File: config.mk
export PLATFORM = sky130hd
export DESIGN_NAME = lps_queue
export DESIGN_NICKNAME = d
export VERILOG_FILES = /design/src/sv/laplace_5point_stencil_core_defines.svh /design/src/sv/lps_pkg.sv /design/src/sv/lps_queue.sv
export SDC_FILE = /design/constraint.sdc
export NUM_CORES = 1
export LEC_CHECK = 0
export BUFFER_PORTS_ARGS = -buffer_cell sky130_fd_sc_hd__buf_2
export CAP_MARGIN = 15
export CORE_UTILIZATION = 30
export DETAILED_ROUTE_END_ITERATION = 10
export SYNTH_ARGS = -nofsm -noshare
export SYNTH_HDL_FRONTEND = slang
export SYNTH_SLANG_ARGS = --single-unit
File: constraint.sdc
create_clock -name clk -period 2.7 [get_ports clk]
set_input_delay 0.27 -clock clk [delete_from_list [all_inputs] [get_ports clk]]
set_output_delay 0.27 -clock clk [all_outputs]
set_load 0.01 [all_outputs]
File: src/sv/laplace_5point_stencil_core_defines.svh
// Assertion macros for the five-point Laplacian stencil core.
// No dependencies; included by the top level wherever it checks itself.
`ifndef LAPLACE_5POINT_STENCIL_CORE_DEFINES_SVH
`define LAPLACE_5POINT_STENCIL_CORE_DEFINES_SVH

// Check that cons holds whenever ante holds, outside reset.
`define LPS_ASSERT_IMPL(label, ante, cons, msg) \
    label: assert property (@(posedge clk) disable iff (!rst_n) (ante) |-> (cons)) \
        else $error(msg);

// Check that cond never holds, outside reset.
`define LPS_ASSERT_NEVER(label, cond, msg) \
    label: assert property (@(posedge clk) disable iff (!rst_n) !(cond)) \
        else $error(msg);

`endif

File: src/sv/lps_pkg.sv
// Shared types and constants of the five-point Laplacian stencil core.
// No dependencies; the front, queue, back and top files import it, lps_ifs refers to it.
package lps_pkg;

    // Configuration register indexes
    localparam int CFG_IDX_W = 3;
    localparam logic [CFG_IDX_W-1:0] REG_GRID_COLS     = 3'd0;
    localparam logic [CFG_IDX_W-1:0] REG_GRID_ROWS     = 3'd1;
    localparam logic [CFG_IDX_W-1:0] REG_INV_H_SQUARED = 3'd2;
    localparam logic [CFG_IDX_W-1:0] REG_ZERO_BORDER   = 3'd3;
    localparam logic [CFG_IDX_W-1:0] REG_NEGATE_RESULT = 3'd4;

    // Field widths fixed by the register map
    localparam int COLS_W   = 11;
    localparam int ROWS_W   = 16;
    localparam int ROW_CNT_W = ROWS_W + 1;
    localparam int DATA_W   = 32;
    localparam int VSUM_W   = DATA_W + 1;
    localparam int LAP_W    = DATA_W + 3;

    // Queue between front and back
    localparam int QUEUE_DEPTH = 4;
    localparam int QPTR_W      = $clog2(QUEUE_DEPTH);
    localparam int QCNT_W      = $clog2(QUEUE_DEPTH + 1);

    // Saturation limits
    localparam logic [DATA_W-1:0] VALUE_MAX = 32'h7FFF_FFFF;
    localparam logic [DATA_W-1:0] VALUE_MIN = 32'h8000_0000;

    typedef struct packed {
        logic [COLS_W-1:0] grid_cols;
        logic [ROWS_W-1:0] grid_rows;
        logic              zero_border;
        logic              restart;
    } front_cfg_t;

    typedef struct packed {
        logic [DATA_W-1:0] inv_h_squared;
        logic              negate_result;
    } back_cfg_t;

    typedef struct packed {
        logic signed [LAP_W-1:0] lap;
        logic                    frame_last;
    } lap_word_t;

    typedef struct packed {
        logic [QCNT_W-1:0] count;
        logic              full;
        logic              empty;
    } q_status_t;

endpackage

File: src/sv/lps_queue.sv
// Short FIFO of Laplacian words between the front and back ends.
// Depends on lps_pkg.
module lps_queue (
    input  logic               clk,
    input  logic               rst_n,
    input  logic               push,
    input  lps_pkg::lap_word_t push_word,
    input  logic               pop,
    output lps_pkg::lap_word_t head,
    output lps_pkg::q_status_t status
);
    import lps_pkg::*;

    lap_word_t         entries [QUEUE_DEPTH];
    logic [QPTR_W-1:0] wr_ptr_reg, rd_ptr_reg;
    logic [QCNT_W-1:0] count_reg, count_next;

    // Store pushed words
    always_ff @(posedge clk)
    begin
        if (push)
            entries[wr_ptr_reg] <= push_word;
    end

    always_comb
    begin
        unique case ({push, pop})
            2'b10:   count_next = count_reg + QCNT_W'(1);
            2'b01:   count_next = count_reg - QCNT_W'(1);
            default: count_next = count_reg;
        endcase
    end

    // Advance pointers and count
    always_ff @(posedge clk or negedge rst_n)
    begin
        if (!rst_n)
        begin
            wr_ptr_reg <= '0;
            rd_ptr_reg <= '0;
            count_reg  <= '0;
        end
        else
        begin
            if (push)
                wr_ptr_reg <= wr_ptr_reg + QPTR_W'(1);
            if (pop)
                rd_ptr_reg <= rd_ptr_reg + QPTR_W'(1);
            count_reg <= count_next;
        end
    end

    assign head         = entries[rd_ptr_reg];
    assign status.count = count_reg;
    assign status.full  = count_reg == QCNT_W'(QUEUE_DEPTH);
    assign status.empty = count_reg == '0;

endmodule

==> impl_metrics.tcl, run 1 <==
set metrics [dict create \
    drv_slew 0 \
    cp_data_required_time_ns 2.43 \
    syn_area_um2 5610 \
    finalSetupViolCount 0 \
    drc 8 \
    power_frac_clock 0.287 \
    portBuffers 80 \
    ys_top_cells_by_area "edfxtp_1 77%, mux4_2 14%, dfrtp_1 3.1%" \
    hpwl_mm 6.56 \
    seq_area_frac_synth 0.802 \
    setup_slack_ns 0.493 \
    largest_register_ffs 144 \
    run_status "finished, violations left" \
    vdd.ir_drop.worst_uv 430 \
    hold_class "primary input to flip-flop" \
    synth.area.mux_share 0.145 \
    drive_above_1_share 0.466 \
    start_util 0.309 \
    yosysMostFrequentCell "edfxtp_1" \
    cts-resized-gates 0 \
    synth_common_cells "144 x edfxtp_1, 36 x mux4_2, 7 x dfrtp_1, 6 x inv_1, 5 x ha_1" \
    critPathMaxFanout 23 \
    globalRouteOverflowTotal 0 \
    clk_path_buf_depth 2 \
    synthAdderAreaFrac 0.0147 \
    clock_skew_ns 0.0107 \
    die_area_um2 19200 \
    grt_max_degree 24 \
    cts_sinks 151 \
    dpl_cell_area_um2 6340 \
    fin_nets 370 \
    slew_headroom 0.647 \
    synth_edf_count 144 \
    worstPathArrival_ns 1.94 \
    yosys_register_bits 151 \
    finalCriticalPeriod_ns 2.21 \
    synth_top_area_frac 0.771 \
    drt_iter0_drc 94 \
    cts_tree "built" \
    synth.distinct_cells 18 \
    drt_wl_total_mm 10.4 \
    crit_type "flip-flop to output port" \
    ios 81 \
    power.density_nw_per_um2 1090 \
    vias 2581 \
    rsz0062_at_grt "false" \
    worst_pin_slew_ns 0.530 \
    drt_first_pass_iters 9 \
    syn_inst 225 \
    track_usage 0.118 \
    pwr-share-seq 0.433 \
    yosys.area_share.simple 0.00915 \
    switchingPower_w 0.00216 \
    period_share 0.818 \
    endpoint_kind "output port" \
    die_w_um 139 \
    diodes 0 \
    hold_ws_ns 0.0686 \
    synth_nets 271 \
    routed_via_density 4.56 \
    cts_made_buffers 17 \
    path_clk_slew_ns 0.06 \
    ant_nets 0 \
    wl_per_cell_um 18.4 \
    synth-xor-area-share 0.00937 \
    yosys_warnings 0 \
    violations "design-rule violations" \
    startpoint_type "flip-flop" \
    synth_compound_area_frac 0.00178 \
    synth-async-reset-ratio 0.0464 \
    grt_pass1_wl_mm 16.4 \
    syn2layout_area_growth_pct 22.9 \
    avgSynthCellArea_um2 24.9 \
    row_count 49 \
    p_comb_frac 0.280 \
    grt_pass1_vias 2921 \
    cts_max_level 4 \
    fin_tns_setup_ns 0 \
    pre_cts_ws_ns 0.874 \
    yosysTopAreaCell "edfxtp_1" \
    clk_latency_ns 0.42 \
    fin_area_um2 6890 \
    core-area_um2 18100 \
    root_buffer "clkbuf_16" \
    antenna_found_initial 0 \
    die_y_um 139 \
    p_int_w 0.00534 \
    max_clock_freq_mhz 453 \
    cap_violations 0 \
    place_congestion 0.706 \
    swShare 0.288 \
    ys.flop_type "edfxtp_1" \
    synth_top_family_by_area "multiplexers" \
    p_leak_nw 2.38 \
    hold_viol 0 \
]
## layer usage
metal,track usage,vias to the layer above,wire [um]
met2,0.194,64,5270
li1,-,1140,-
met3,0.0445,13,551
met5,0,-,0
met4,0.0456,0,151
met1,0.141,1364,4440
## layout make-up
| class | count | area (um2) |
|---|---|---|
| Fill cell | 1664 | 11300 |
| Sequential cell | 151 | 4500 |
| Multi-Input combinational cell | 60 | 1010 |
| Timing Repair Buffer | 88 | 526 |
| Clock buffer | 20 | 437 |
| Tap cell | 229 | 287 |
| Clock inverter | 12 | 105 |
| Inverter | 6 | 22.5 |
## cells in the final DEF, fill, tap and decap left out, types with 3 or more instances in the layout
cell	instances
inv_1	6
buf_12	5
clkbuf_16	17
nand2_1	3
ha_1	5
buf_2	80
mux4_2	36
clkbuf_1	3
dfrtp_1	5
edfxtp_1	144
and2_2	4
clkinvlp_4	7
xor2_1	4
## worst max-delay path: stages (launching register included)
cell,delay [ns]
dfrtp_2,0.35
buf_4,0.41
mux4_2,0.59
buf_2,0.16
## repair_timing
item                                   4_1_cts  5_1_grt
endpoints found under the hold margin        7        0
setup endpoints to repair                    0        0
setup buffers                                0        0
hold buffers                                 1        0
## per-stage QoR
stage | cells | power, W | utilization
6_report | 566 | 0.00750 | 0.380
3_5_place_dp | 533 | 0.00549 | 0.349
5_1_grt | 566 | 0.00789 | 0.380
2_1_floorplan | 225 | 0.00466 | -
3_3_place_gp | 533 | 0.00543 | 0.349
4_1_cts | 566 | 0.00766 | 0.380
## kinds of logic (layout without fill, tap and decap cells)
logic type,after synthesis,after routing
buffers and inverters,14,126
adder cells (fa/ha/maj),6,6
multiplexers,36,36
XOR/XNOR,6,6
AO/OA/AOI/OAI,2,2
flip-flops,151,151
AND/OR/NAND/NOR,10,10
## power by group through the flow
stage | clock, W | combinational [W] | sequential (W)
2_1_floorplan | 0 | 0.00143 | 0.00323
3_3_place_gp | 0 | 0.00215 | 0.00328
3_5_place_dp | 0 | 0.00218 | 0.00331
4_1_cts | 0.00222 | 0.00218 | 0.00326
5_1_grt | 0.00229 | 0.00230 | 0.00330
6_report | 0.00215 | 0.00210 | 0.00325
## worst paths after layout
check | from | endpoint | slack (ns) | cells after the start
setup / recovery | rd_ptr_reg[0] | head[35] | 0.49 | 3
min in group asynchronous | rst_n | count_reg[0] | 0.22 | 2
setup reg to reg | wr_ptr_reg[0] | entries[0][22] | 0.96 | 4
hold / removal | push_word[3] | entries[1][3] | 0.07 | 1
max in group asynchronous | rst_n | rd_ptr_reg[0] | 2.31 | 2
hold reg to reg | count_reg[2] | count_reg[2] | 0.52 | 1
No activity file was read; power rests on OpenSTA's default activity.
==> run 2: changes to the inputs <==
- clock period: 2.7 -> 1.8 ns (I/O delays scaled with it)
==> run 2 against run 1 <==
The run ends with design-rule violations, negative setup slack left. Combinational power up 85%. Critical path type unchanged. Worst hold slack lost 0.0055 ns. Global-route usage rose by 0.70 points. Via count rose by 5.8%. Wire length up 5.6%. Critical endpoint is now head[15]. Non-clock buffer count increased by 45. Final area is 9.0% higher. Highest routed layer unchanged. Die area unchanged.
==> impl_metrics.tcl, run 2 (same netlist as run 1, synthesis figures left out) <==
set metrics [dict create \
    syn2layout_area_growth_pct 34.0 \
    cts_max_level 4 \
    grt_pass1_wl_mm 17.1 \
    startpoint_type "flip-flop" \
    fin_nets 415 \
    worstPathArrival_ns 1.77 \
    p_leak_nw 2.67 \
    cts_made_buffers 17 \
    endpoint "head[15]" \
    hpwl_mm 6.49 \
    fin_tns_setup_ns -4.09 \
    clk_path_buf_depth 2 \
    violations "design-rule violations, negative setup slack" \
    start_util 0.309 \
    endpoint_kind "output port" \
    wl_per_cell_um 18.0 \
    grt_max_degree 24 \
    largest_register_ffs 144 \
    portBuffers 80 \
    fillers 1629 \
    setup_slack_ns -0.146 \
    worst-r2r-cell-count 5 \
    place_congestion 0.633 \
    crit_type "flip-flop to output port" \
    rsz0062_at_grt "true" \
    cts_tree "built" \
    finalSetupViolCount 36 \
    vias 2731 \
    drc 10 \
    core-area_um2 18100 \
    die_area_um2 19200 \
    dpl.cell_count 538 \
    antenna_found_initial 0 \
    vdd.ir_drop.worst_uv 665 \
    ios 81 \
    cap_violations 0 \
    hold_depth 2 \
    drv_slew 0 \
    period_share 1.08 \
    hold_viol 0 \
    r2r-start "count_reg[0]" \
    reg2reg_to "count_reg[2]" \
    power.density_nw_per_um2 1620 \
    final_common_cell "edfxtp_1" \
    diodes 0 \
    die_y_um 139 \
    slew_headroom 0.774 \
    drt_first_pass_iters 9 \
    hold_class "primary input to flip-flop" \
    critPathMaxFanout 9 \
    drt_wl_total_mm 11.0 \
    critPathLaunch "rd_ptr_reg[0]" \
    regArea_um2 4500 \
    cp_data_required_time_ns 1.62 \
    clk_latency_ns 0.42 \
    path_clk_slew_ns 0.06 \
    layout_common_cells "144 x edfxtp_1, 61 x buf_2, 38 x dlygate4sd3_1, 36 x mux4_2, 19 x buf_6" \
    routed_via_density 4.48 \
    run_status "finished, violations left" \
    root_buffer "clkbuf_16" \
    ant_nets 0 \
    clock_skew_ns 0.0102 \
    setup.reg_to_reg.worst_slack_ns 0.31 \
    max_clock_freq_mhz 514 \
    cts_sinks 151 \
    hold_ws_ns 0.0631 \
    globalRouteOverflowTotal 0 \
    worst_pin_slew_ns 0.339 \
    track_usage 0.125 \
    grt_pass1_vias 3052 \
    multi_input_area_um2 1010 \
    layout.cells.non_filler 610 \
    drive_above_1_share 0.438 \
    finalCriticalPeriod_ns 1.95 \
    drt_iter0_drc 148 \
    die_w_um 139 \
    row_count 49 \
]
==> run 2: cell type report <==
cell class                      count  area share
Clock buffer                       17      0.0566
Timing Repair Buffer              133       0.147
Inverter                            6     0.00300
Tap cell                          229      0.0381
Clock inverter                     14      0.0210
Sequential cell                   151       0.599
Multi-Input combinational cell     60       0.135
==> run 2: repair_timing <==
| item | 4_1_cts | 5_1_grt |
|---|---|---|
| endpoints found under the hold margin | 152 | 0 |
| pin swaps | 0 | 0 |
| endpoints found under the setup margin | 36 | 36 |
| resized for setup | 15 | 5 |
| buffers inserted | 2 | 0 |
| cloned | 1 | 0 |
| hold buffers | 38 | 0 |
==> run 2: worst min path at each step <==
| stage | from | end | slack, ns |
|---|---|---|---|
| after floorplan | rst_n | count_reg[0] | -0.12 |
| after global placement | rst_n | count_reg[1] | 0.03 |
| after detailed placement | rst_n | count_reg[1] | 0.03 |
| after CTS | push | wr_ptr_reg[0] | 0.04 |
| after global routing | push | wr_ptr_reg[0] | 0.07 |
| final | push | wr_ptr_reg[0] | 0.06 |
==> run 2: power breakdown <==
group	leakage [nW]	total (W)	switching, W	internal, W
combinational	0.978	0.00389	0.00185	0.00205
sequential	1.40	0.00480	0.000193	0.00461
clock	0.290	0.00349	0.00134	0.00216
total	2.67	0.0122	0.00338	0.00881
==> run 2: per-stage QoR <==
stage | cell area, um2 | utilization | power [W] | worst slack [ns]
detailed placement | 6390 | 0.352 | 0.00833 | 0.192
CTS | 7480 | 0.412 | 0.0123 | -0.189
finish | 7510 | 0.414 | 0.0122 | -0.146
global route | 7510 | 0.414 | 0.0128 | -0.222
floorplan | 5610 | - | 0.00698 | 0.281
global placement | 6390 | 0.352 | 0.00824 | 0.286
==> run 2: critical path: stages (launching register included) <==
cell and delay [ns]:
dfrtp_2 0.39, buf_4 0.13, buf_12 0.14, mux4_2 0.54, buf_6 0.14
==> run 2: layer usage <==
| layer | share of wire | vias up | GRT usage |
|---|---|---|---|
| met1 | 0.42 | 1421 | 0.144 |
| met2 | 0.52 | 65 | 0.215 |
| met4 | 0.016 | 0 | 0.0585 |
| li1 | - | 1230 | - |
| met5 | 0 | - | 0 |
| met3 | 0.041 | 15 | 0.0373 |
