File: config.mk
export PLATFORM = sky130hd
export DESIGN_NAME = lps_back_flat
export DESIGN_NICKNAME = d
export VERILOG_FILES = /design/src/sv/laplace_5point_stencil_core_defines.svh /design/src/sv/lps_pkg.sv /design/src/sv/lps_ifs.sv /design/src/sv/lps_back.sv /design/src/flat_wrapper.sv
export SDC_FILE = /design/constraint.sdc
export NUM_CORES = 2
export LEC_CHECK = 0
export BUFFER_PORTS_ARGS = -buffer_cell sky130_fd_sc_hd__buf_4
export CAP_MARGIN = 30
export CORE_MARGIN = 2
export CORE_UTILIZATION = 60
export DETAILED_ROUTE_END_ITERATION = 10
export PLACE_DENSITY = 0.77
export SLEW_MARGIN = 15
export SYNTH_ARGS = -nofsm -noshare
export SYNTH_HDL_FRONTEND = slang
export SYNTH_SLANG_ARGS = --single-unit
File: constraint.sdc
create_clock -name clk -period 9.09 [get_ports clk]
set_input_delay 1.818 -clock clk [delete_from_list [all_inputs] [get_ports clk]]
set_output_delay 1.818 -clock clk [all_outputs]
set_load 0.02 [all_outputs]
File: src/sv/laplace_5point_stencil_core_defines.svh
// Assertion macros for the five-point Laplacian stencil core.
// No dependencies; included by the top level wherever it checks itself.
`ifndef LAPLACE_5POINT_STENCIL_CORE_DEFINES_SVH
`define LAPLACE_5POINT_STENCIL_CORE_DEFINES_SVH

// Check that cons holds whenever ante holds, outside reset.
`define LPS_ASSERT_IMPL(label, ante, cons, msg) \
    label: assert property (@(posedge clk) disable iff (!rst_n) (ante) |-> (cons)) \
        else $error(msg);

// Check that cond never holds, outside reset.
`define LPS_ASSERT_NEVER(label, cond, msg) \
    label: assert property (@(posedge clk) disable iff (!rst_n) !(cond)) \
        else $error(msg);

`endif

File: src/sv/lps_pkg.sv
// Shared types and constants of the five-point Laplacian stencil core.
// No dependencies; the front, queue, back and top files import it, lps_ifs refers to it.
package lps_pkg;

    // Configuration register indexes
    localparam int CFG_IDX_W = 3;
    localparam logic [CFG_IDX_W-1:0] REG_GRID_COLS     = 3'd0;
    localparam logic [CFG_IDX_W-1:0] REG_GRID_ROWS     = 3'd1;
    localparam logic [CFG_IDX_W-1:0] REG_INV_H_SQUARED = 3'd2;
    localparam logic [CFG_IDX_W-1:0] REG_ZERO_BORDER   = 3'd3;
    localparam logic [CFG_IDX_W-1:0] REG_NEGATE_RESULT = 3'd4;

    // Field widths fixed by the register map
    localparam int COLS_W   = 11;
    localparam int ROWS_W   = 16;
    localparam int ROW_CNT_W = ROWS_W + 1;
    localparam int DATA_W   = 32;
    localparam int VSUM_W   = DATA_W + 1;
    localparam int LAP_W    = DATA_W + 3;

    // Queue between front and back
    localparam int QUEUE_DEPTH = 4;
    localparam int QPTR_W      = $clog2(QUEUE_DEPTH);
    localparam int QCNT_W      = $clog2(QUEUE_DEPTH + 1);

    // Saturation limits
    localparam logic [DATA_W-1:0] VALUE_MAX = 32'h7FFF_FFFF;
    localparam logic [DATA_W-1:0] VALUE_MIN = 32'h8000_0000;

    typedef struct packed {
        logic [COLS_W-1:0] grid_cols;
        logic [ROWS_W-1:0] grid_rows;
        logic              zero_border;
        logic              restart;
    } front_cfg_t;

    typedef struct packed {
        logic [DATA_W-1:0] inv_h_squared;
        logic              negate_result;
    } back_cfg_t;

    typedef struct packed {
        logic signed [LAP_W-1:0] lap;
        logic                    frame_last;
    } lap_word_t;

    typedef struct packed {
        logic [QCNT_W-1:0] count;
        logic              full;
        logic              empty;
    } q_status_t;

endpackage

File: src/sv/lps_ifs.sv


interface lps_result_if;
    logic               valid;
    logic               ready;
    logic signed [31:0] value;
    logic               frame_last;
    logic               saturated;

    modport source (output valid, output value, output frame_last, output saturated,
                    input ready);
    modport sink   (input valid, input value, input frame_last, input saturated,
                    output ready);
endinterface


File: src/sv/lps_back.sv
// Back end: scales the Laplacian by 1/h^2, rounds to Q16.16, optionally negates, saturates.
// Depends on lps_pkg and lps_result_if.
module lps_back (
    input  logic               clk,
    input  logic               rst_n,
    input  lps_pkg::back_cfg_t bcfg,
    input  lps_pkg::lap_word_t head,
    input  lps_pkg::q_status_t q_status,
    output logic               pop,
    lps_result_if.source       results
);
    import lps_pkg::*;

    localparam int MAG_W  = LAP_W;
    localparam int LO_W   = 17;
    localparam int HI_W   = MAG_W - LO_W;
    localparam int PLO_W  = LO_W + DATA_W;
    localparam int PHI_W  = HI_W + DATA_W;
    localparam int FULL_W = MAG_W + DATA_W;
    localparam int Q_W    = FULL_W - 16;

    logic a_valid_reg, b_valid_reg, c_valid_reg;
    logic a_ready, b_ready, c_ready;

    // Stage handshakes: a stage moves when the one after it is free or moving
    assign c_ready = !c_valid_reg || results.ready;
    assign b_ready = !b_valid_reg || c_ready;
    assign a_ready = !a_valid_reg || b_ready;
    assign pop     = !q_status.empty && a_ready;

    always_ff @(posedge clk or negedge rst_n)
    begin
        if (!rst_n)
        begin
            a_valid_reg <= 1'b0;
            b_valid_reg <= 1'b0;
            c_valid_reg <= 1'b0;
        end
        else
        begin
            if (a_ready)
                a_valid_reg <= pop;
            if (b_ready)
                b_valid_reg <= a_valid_reg;
            if (c_ready)
                c_valid_reg <= b_valid_reg;
        end
    end

    // Stage A: sign and magnitude
    logic [MAG_W-1:0] a_mag_reg, a_mag_next;
    logic             a_neg_reg, a_last_reg;

    assign a_mag_next = head.lap[LAP_W-1] ? MAG_W'(-head.lap) : MAG_W'(head.lap);

    always_ff @(posedge clk)
    begin
        if (pop)
        begin
            a_mag_reg  <= a_mag_next;
            a_neg_reg  <= head.lap[LAP_W-1] ^ bcfg.negate_result;
            a_last_reg <= head.frame_last;
        end
    end

    // Stage B: two partial products of magnitude times scale
    logic [PLO_W-1:0] b_plo_reg, b_plo_next;
    logic [PHI_W-1:0] b_phi_reg, b_phi_next;
    logic             b_neg_reg, b_last_reg;

    assign b_plo_next = {{DATA_W{1'b0}}, a_mag_reg[LO_W-1:0]} *
                        {{LO_W{1'b0}}, bcfg.inv_h_squared};
    assign b_phi_next = {{DATA_W{1'b0}}, a_mag_reg[MAG_W-1:LO_W]} *
                        {{HI_W{1'b0}}, bcfg.inv_h_squared};

    always_ff @(posedge clk)
    begin
        if (b_ready && a_valid_reg)
        begin
            b_plo_reg  <= b_plo_next;
            b_phi_reg  <= b_phi_next;
            b_neg_reg  <= a_neg_reg;
            b_last_reg <= a_last_reg;
        end
    end

    // Stage C: sum, round half away from zero, clip
    logic [FULL_W-1:0] full_sum;
    logic [Q_W-1:0]    q;
    logic [DATA_W-1:0] value_next;
    logic              sat_next;

    always_comb
    begin
        full_sum = {b_phi_reg, {LO_W{1'b0}}} + {{(FULL_W - PLO_W){1'b0}}, b_plo_reg}
                   + FULL_W'(32'h8000);
        q        = full_sum[FULL_W-1:16];
        if (b_neg_reg)
        begin
            sat_next   = q > Q_W'(VALUE_MIN);
            value_next = sat_next ? VALUE_MIN : (~q[DATA_W-1:0] + DATA_W'(1));
        end
        else
        begin
            sat_next   = q > Q_W'(VALUE_MAX);
            value_next = sat_next ? VALUE_MAX : q[DATA_W-1:0];
        end
    end

    logic [DATA_W-1:0] c_value_reg;
    logic              c_sat_reg, c_last_reg;

    always_ff @(posedge clk)
    begin
        if (c_ready && b_valid_reg)
        begin
            c_value_reg <= value_next;
            c_sat_reg   <= sat_next;
            c_last_reg  <= b_last_reg;
        end
    end

    assign results.valid      = c_valid_reg;
    assign results.value      = c_value_reg;
    assign results.saturated  = c_sat_reg;
    assign results.frame_last = c_last_reg;

endmodule

File: src/flat_wrapper.sv
// flat-port wrapper written by rule: the top's interface ports become plain ports
module lps_back_flat import lps_pkg::*;
  (clk, rst_n, bcfg, head, q_status, pop, results_valid, results_value, results_frame_last, results_saturated, results_ready);
  lps_result_if results_i ();
  input  logic clk;
  input  logic rst_n;
  input  lps_pkg::back_cfg_t bcfg;
  input  lps_pkg::lap_word_t head;
  input  lps_pkg::q_status_t q_status;
  output logic pop;
  output wire logic [$bits(results_i.valid)-1:0] results_valid;
  output wire logic [$bits(results_i.value)-1:0] results_value;
  output wire logic [$bits(results_i.frame_last)-1:0] results_frame_last;
  output wire logic [$bits(results_i.saturated)-1:0] results_saturated;
  input wire logic [$bits(results_i.ready)-1:0] results_ready;
  assign results_valid = results_i.valid;
  assign results_value = results_i.value;
  assign results_frame_last = results_i.frame_last;
  assign results_saturated = results_i.saturated;
  assign results_i.ready = results_ready;
  lps_back u_core (.clk(clk), .rst_n(rst_n), .bcfg(bcfg), .head(head), .q_status(q_status), .pop(pop), .results(results_i));
endmodule
==> summary.txt <==
Route
  – Wire length on met2: 54400 microns
  – Post-DR wirelength/cell: 19.2 microns
  – Antenna Violating Nets Remaining: 0
  – Drt pass-1 iters: 6
  – Total number of vias: 33491
  – Residual DRC count: 0
  – Iteration-0 DRC Markers: 2701
  – Wl on met1: 44700 microns
  – Top sig layer: met5
  – Routed WL: 113000 microns
  – WL met3: 9290 microns
  – Vias/cell: 5.72

Clock tree
  – Hold_buf cts: 0
  – Total clock buffers created by CTS: 17
  – Resize count post-CTS: 0
  – CTS Buffer Depth: 2
  – Clock Root Buffer: clkbuf_16
  – Clk slew on worst S/H paths: 0.09 ns
  – Worst skew pair latency: 0.50 ns
  – Post-CTS Setup Bufs: 0
  – CTS tree: built
  – Clock sink total: 160
  – CTS H-tree lvls: 4

Hold path
  – Type of the worst min-delay path: register to register

Worst setup path
  – Worst Setup End Kind: register
  – Crit Path Class: input port to register
  – CP startpoint kind: input port
  – CP required: 9.30 ns
  – CP max FO: 28
  – Crit path DAT: 8.66 ns

Synth
  – Mean Syn Cell Area: 8.99 sq um
  – Syn Std Cell Area: 0.0439 sq mm
  – Cells after Synth: 4885
  – EDFF count, synth: 157
  – Top area cells in the synthesized netlist: fa_1, edfxtp_1, inv_1, ha_1, nand2_1
  – Synth top area share: 42.3%
  – Simple-gate share of the synthesized area: 17.4%
  – Area leader, netlist: fa_1
  – Top_reg_cell synth: edfxtp_1
  – Synth unique cells: 89
  – Adder-cell area share of the yosys netlist: 50.3%
  – Post-synthesis xor/xnor area fraction: 2.73%
  – Register area share after synthesis: 10.9%
  – Ys async rst share: 1.88%
  – Net Count, Synth: 6170
  – Compound-Gate Fraction of Synth Area: 6.94%
  – Mux share of post-synthesis cell area: 0.162%
  – Yosys warns: 0
  – FF+latch count, synth: 160
  – Largest family of logic cells by synthesized area: adder cells

Placement
  – HPWL after detailed placement: 88500 microns
  – Port Buffer Count: 108
  – Routability cong.: 0.909

Global routing
  – Vias in the first global route: 34341
  – Total Routing Usage GR: 31.2%
  – Largest net degree at the start of global routing: 63
  – First-pass GRT wire length: 182000 microns
  – Initial antenna violation count: 2
  – GRT overflow: 0

Floorplanning
  – Die height: 275 microns
  – Die area: 0.0754 sq mm
  – Ports: 113
  – Core Rows: 99
  – Core area: 0.0727 sq mm
  – Die Span X: 275 microns
  – Initial cell density of the core: 60.4%

Layout
  – Register area: 0.00479 sq mm
  – FILL cells: 5942
  – Max FFs per register: 50
  – Area Overhead vs Synth: 6.03%
  – Fraction of layout cells with a size suffix above 1: 6.01%
  – Post-layout nets: 6164
  – Multi-input logic area: 0.0340 sq mm

STA
  – Setup_tns: 0 ns
  – Slew Limit Headroom: 30.9%
  – Max Clk Rate: 118 MHz
  – # setup viols final: 0
  – Slew Limit Fails: 0
  – Clk_skew: 0.0282 ns
  – Final hold violations: 0
  – RSZ-0062 raised after global routing: false
  – Tcrit/Tclk final: 93.0%
  – Fin crit period: 8.45 ns
  – Worst Tran Pin Value: 1.04 ns

Run
  – Max Cap Viol: 0

Outcome
  – Outcome: completed
[cells by family after synthesis]
logic type                 after synthesis
AOI/OAI and AO/OA                      435
DFF                                    160
xor gates and xnor gates               135
adders and majority gates             1208
muxes                                    7
buffers and inverters                 1354
and+or+nand+nor                       1586
[area by class of cell]
type,instances,area share (%)
antenna,1,0.00537
clock inverter,15,0.465
timing repair buffer,220,3.70
clock buffer,17,0.914
multi-input combinational,3371,73.1
tap,959,2.58
inverter,1109,8.94
sequential,160,10.3
[layer usage]
metal  GRT usage (%)  vias to the layer above
li1                -                    14781
met1            42.6                    16969
met2            51.3                     1482
met3            4.52                      257
met4            11.1                        2
met5               0                        -
[stage by stage]
step	cell area (sq um)	cells	hold slack [ns]	worst slack [ns]	util, %
2_1_floorplan	43900	4885	0.400	0.900	-
3_5_place_dp	45800	5813	0.408	0.161	63.0
5_1_grt	46600	5852	0.431	0.339	64.0
3_3_place_gp	45800	5813	0.405	0.288	63.0
4_1_cts	46500	5845	0.422	0.681	63.9
6_report	46600	5852	0.415	0.637	64.0
[worst max-delay path: stages]
cell and delay, ns:
buf_4 0.33, buf_4 0.24, nand2_1 0.08, fa_1 0.54, inv_1 0.05, fa_1 0.55, fa_1 0.46, fa_1 0.47
fa_1 0.49, inv_1 0.05, fa_1 0.48, inv_1 0.05, ha_1 0.34, a211oi_1 0.25, o21ai_0 0.25, o2111ai_1 0.31
a21oi_1 0.11, buf_4 0.16, a21oi_1 0.37, a21oi_1 0.12, or2_2 0.34, and4b_1 0.18, or4_1 0.59
[cells in the final DEF, fill, tap and decap left out, types with 7 or more instances in the layout]
master	instances
o21ai_0	63
a211oi_1	23
inv_1	1108
o211ai_1	14
or2_2	10
o21ai_1	8
o2111ai_1	7
o21a_1	24
clkbuf_16	17
ha_1	281
a21oi_1	102
nor2_1	96
nand2_1	796
and3_1	35
nand2b_1	19
fa_1	927
nand3_1	45
or3_1	18
nand4_1	15
edfxtp_1	157
buf_4	212
a2111oi_0	7
xor2_1	32
nor3_1	53
nor4_1	20
a2111oi_2	11
o41ai_1	9
a31oi_1	17
and2_1	432
and4_1	8
a21o_1	38
o31ai_1	18
nor2b_1	16
xnor2_1	101
o21bai_1	12
[worst paths after layout]
kind | startpoint | to | slack, ns | cells past startpoint
min in group asynchronous | rst_n | u_core.results.valid$_DFFE_PN0P_ | 1.08 | 1
max | bcfg[7] | u_core.b_plo_reg[42]$_DFFE_PP_ | 0.64 | 23
max in group asynchronous | rst_n | u_core.b_valid_reg$_DFFE_PN0P_ | 7.90 | 1
max reg2reg | u_core.a_mag_reg[25]$_DFFE_PP_ | u_core.b_phi_reg[42]$_DFFE_PP_ | 1.24 | 26
min | u_core.a_last_reg$_DFFE_PP_ | u_core.b_last_reg$_DFFE_PP_ | 0.41 | 0
min reg2reg | u_core.a_last_reg$_DFFE_PP_ | u_core.b_last_reg$_DFFE_PP_ | 0.41 | 0
[Yosys cell counts, types with 6 or more instances]
| cell | count |
|---|---|
| and3_1 | 35 |
| xnor2_1 | 101 |
| o41ai_1 | 9 |
| nor2_1 | 96 |
| or3_1 | 18 |
| a2111oi_2 | 11 |
| ha_1 | 281 |
| or2_2 | 10 |
| a211oi_1 | 23 |
| o211ai_1 | 14 |
| clkbuf_1 | 239 |
| a31oi_1 | 17 |
| nand2b_1 | 19 |
| a31o_2 | 6 |
| o21a_1 | 24 |
| and2_1 | 433 |
| nand2_1 | 796 |
| fa_1 | 927 |
| nor3_1 | 53 |
| xor2_1 | 32 |
| o21ai_0 | 63 |
| o21ai_1 | 8 |
| o2111ai_1 | 7 |
| o21bai_1 | 12 |
| o311a_1 | 6 |
| a21oi_1 | 103 |
| nand3_1 | 45 |
| nor4_1 | 20 |
| edfxtp_1 | 157 |
| mux2i_1 | 6 |
| and4_1 | 8 |
| nand4_1 | 15 |
| nor2b_1 | 16 |
| inv_1 | 1108 |
| a21o_1 | 38 |
| o31ai_1 | 18 |
| a221oi_1 | 6 |
| a2111oi_0 | 7 |
Power is not shown: default switching activity piles up to over one toggle a cycle in this logic, so the estimate is an artifact.
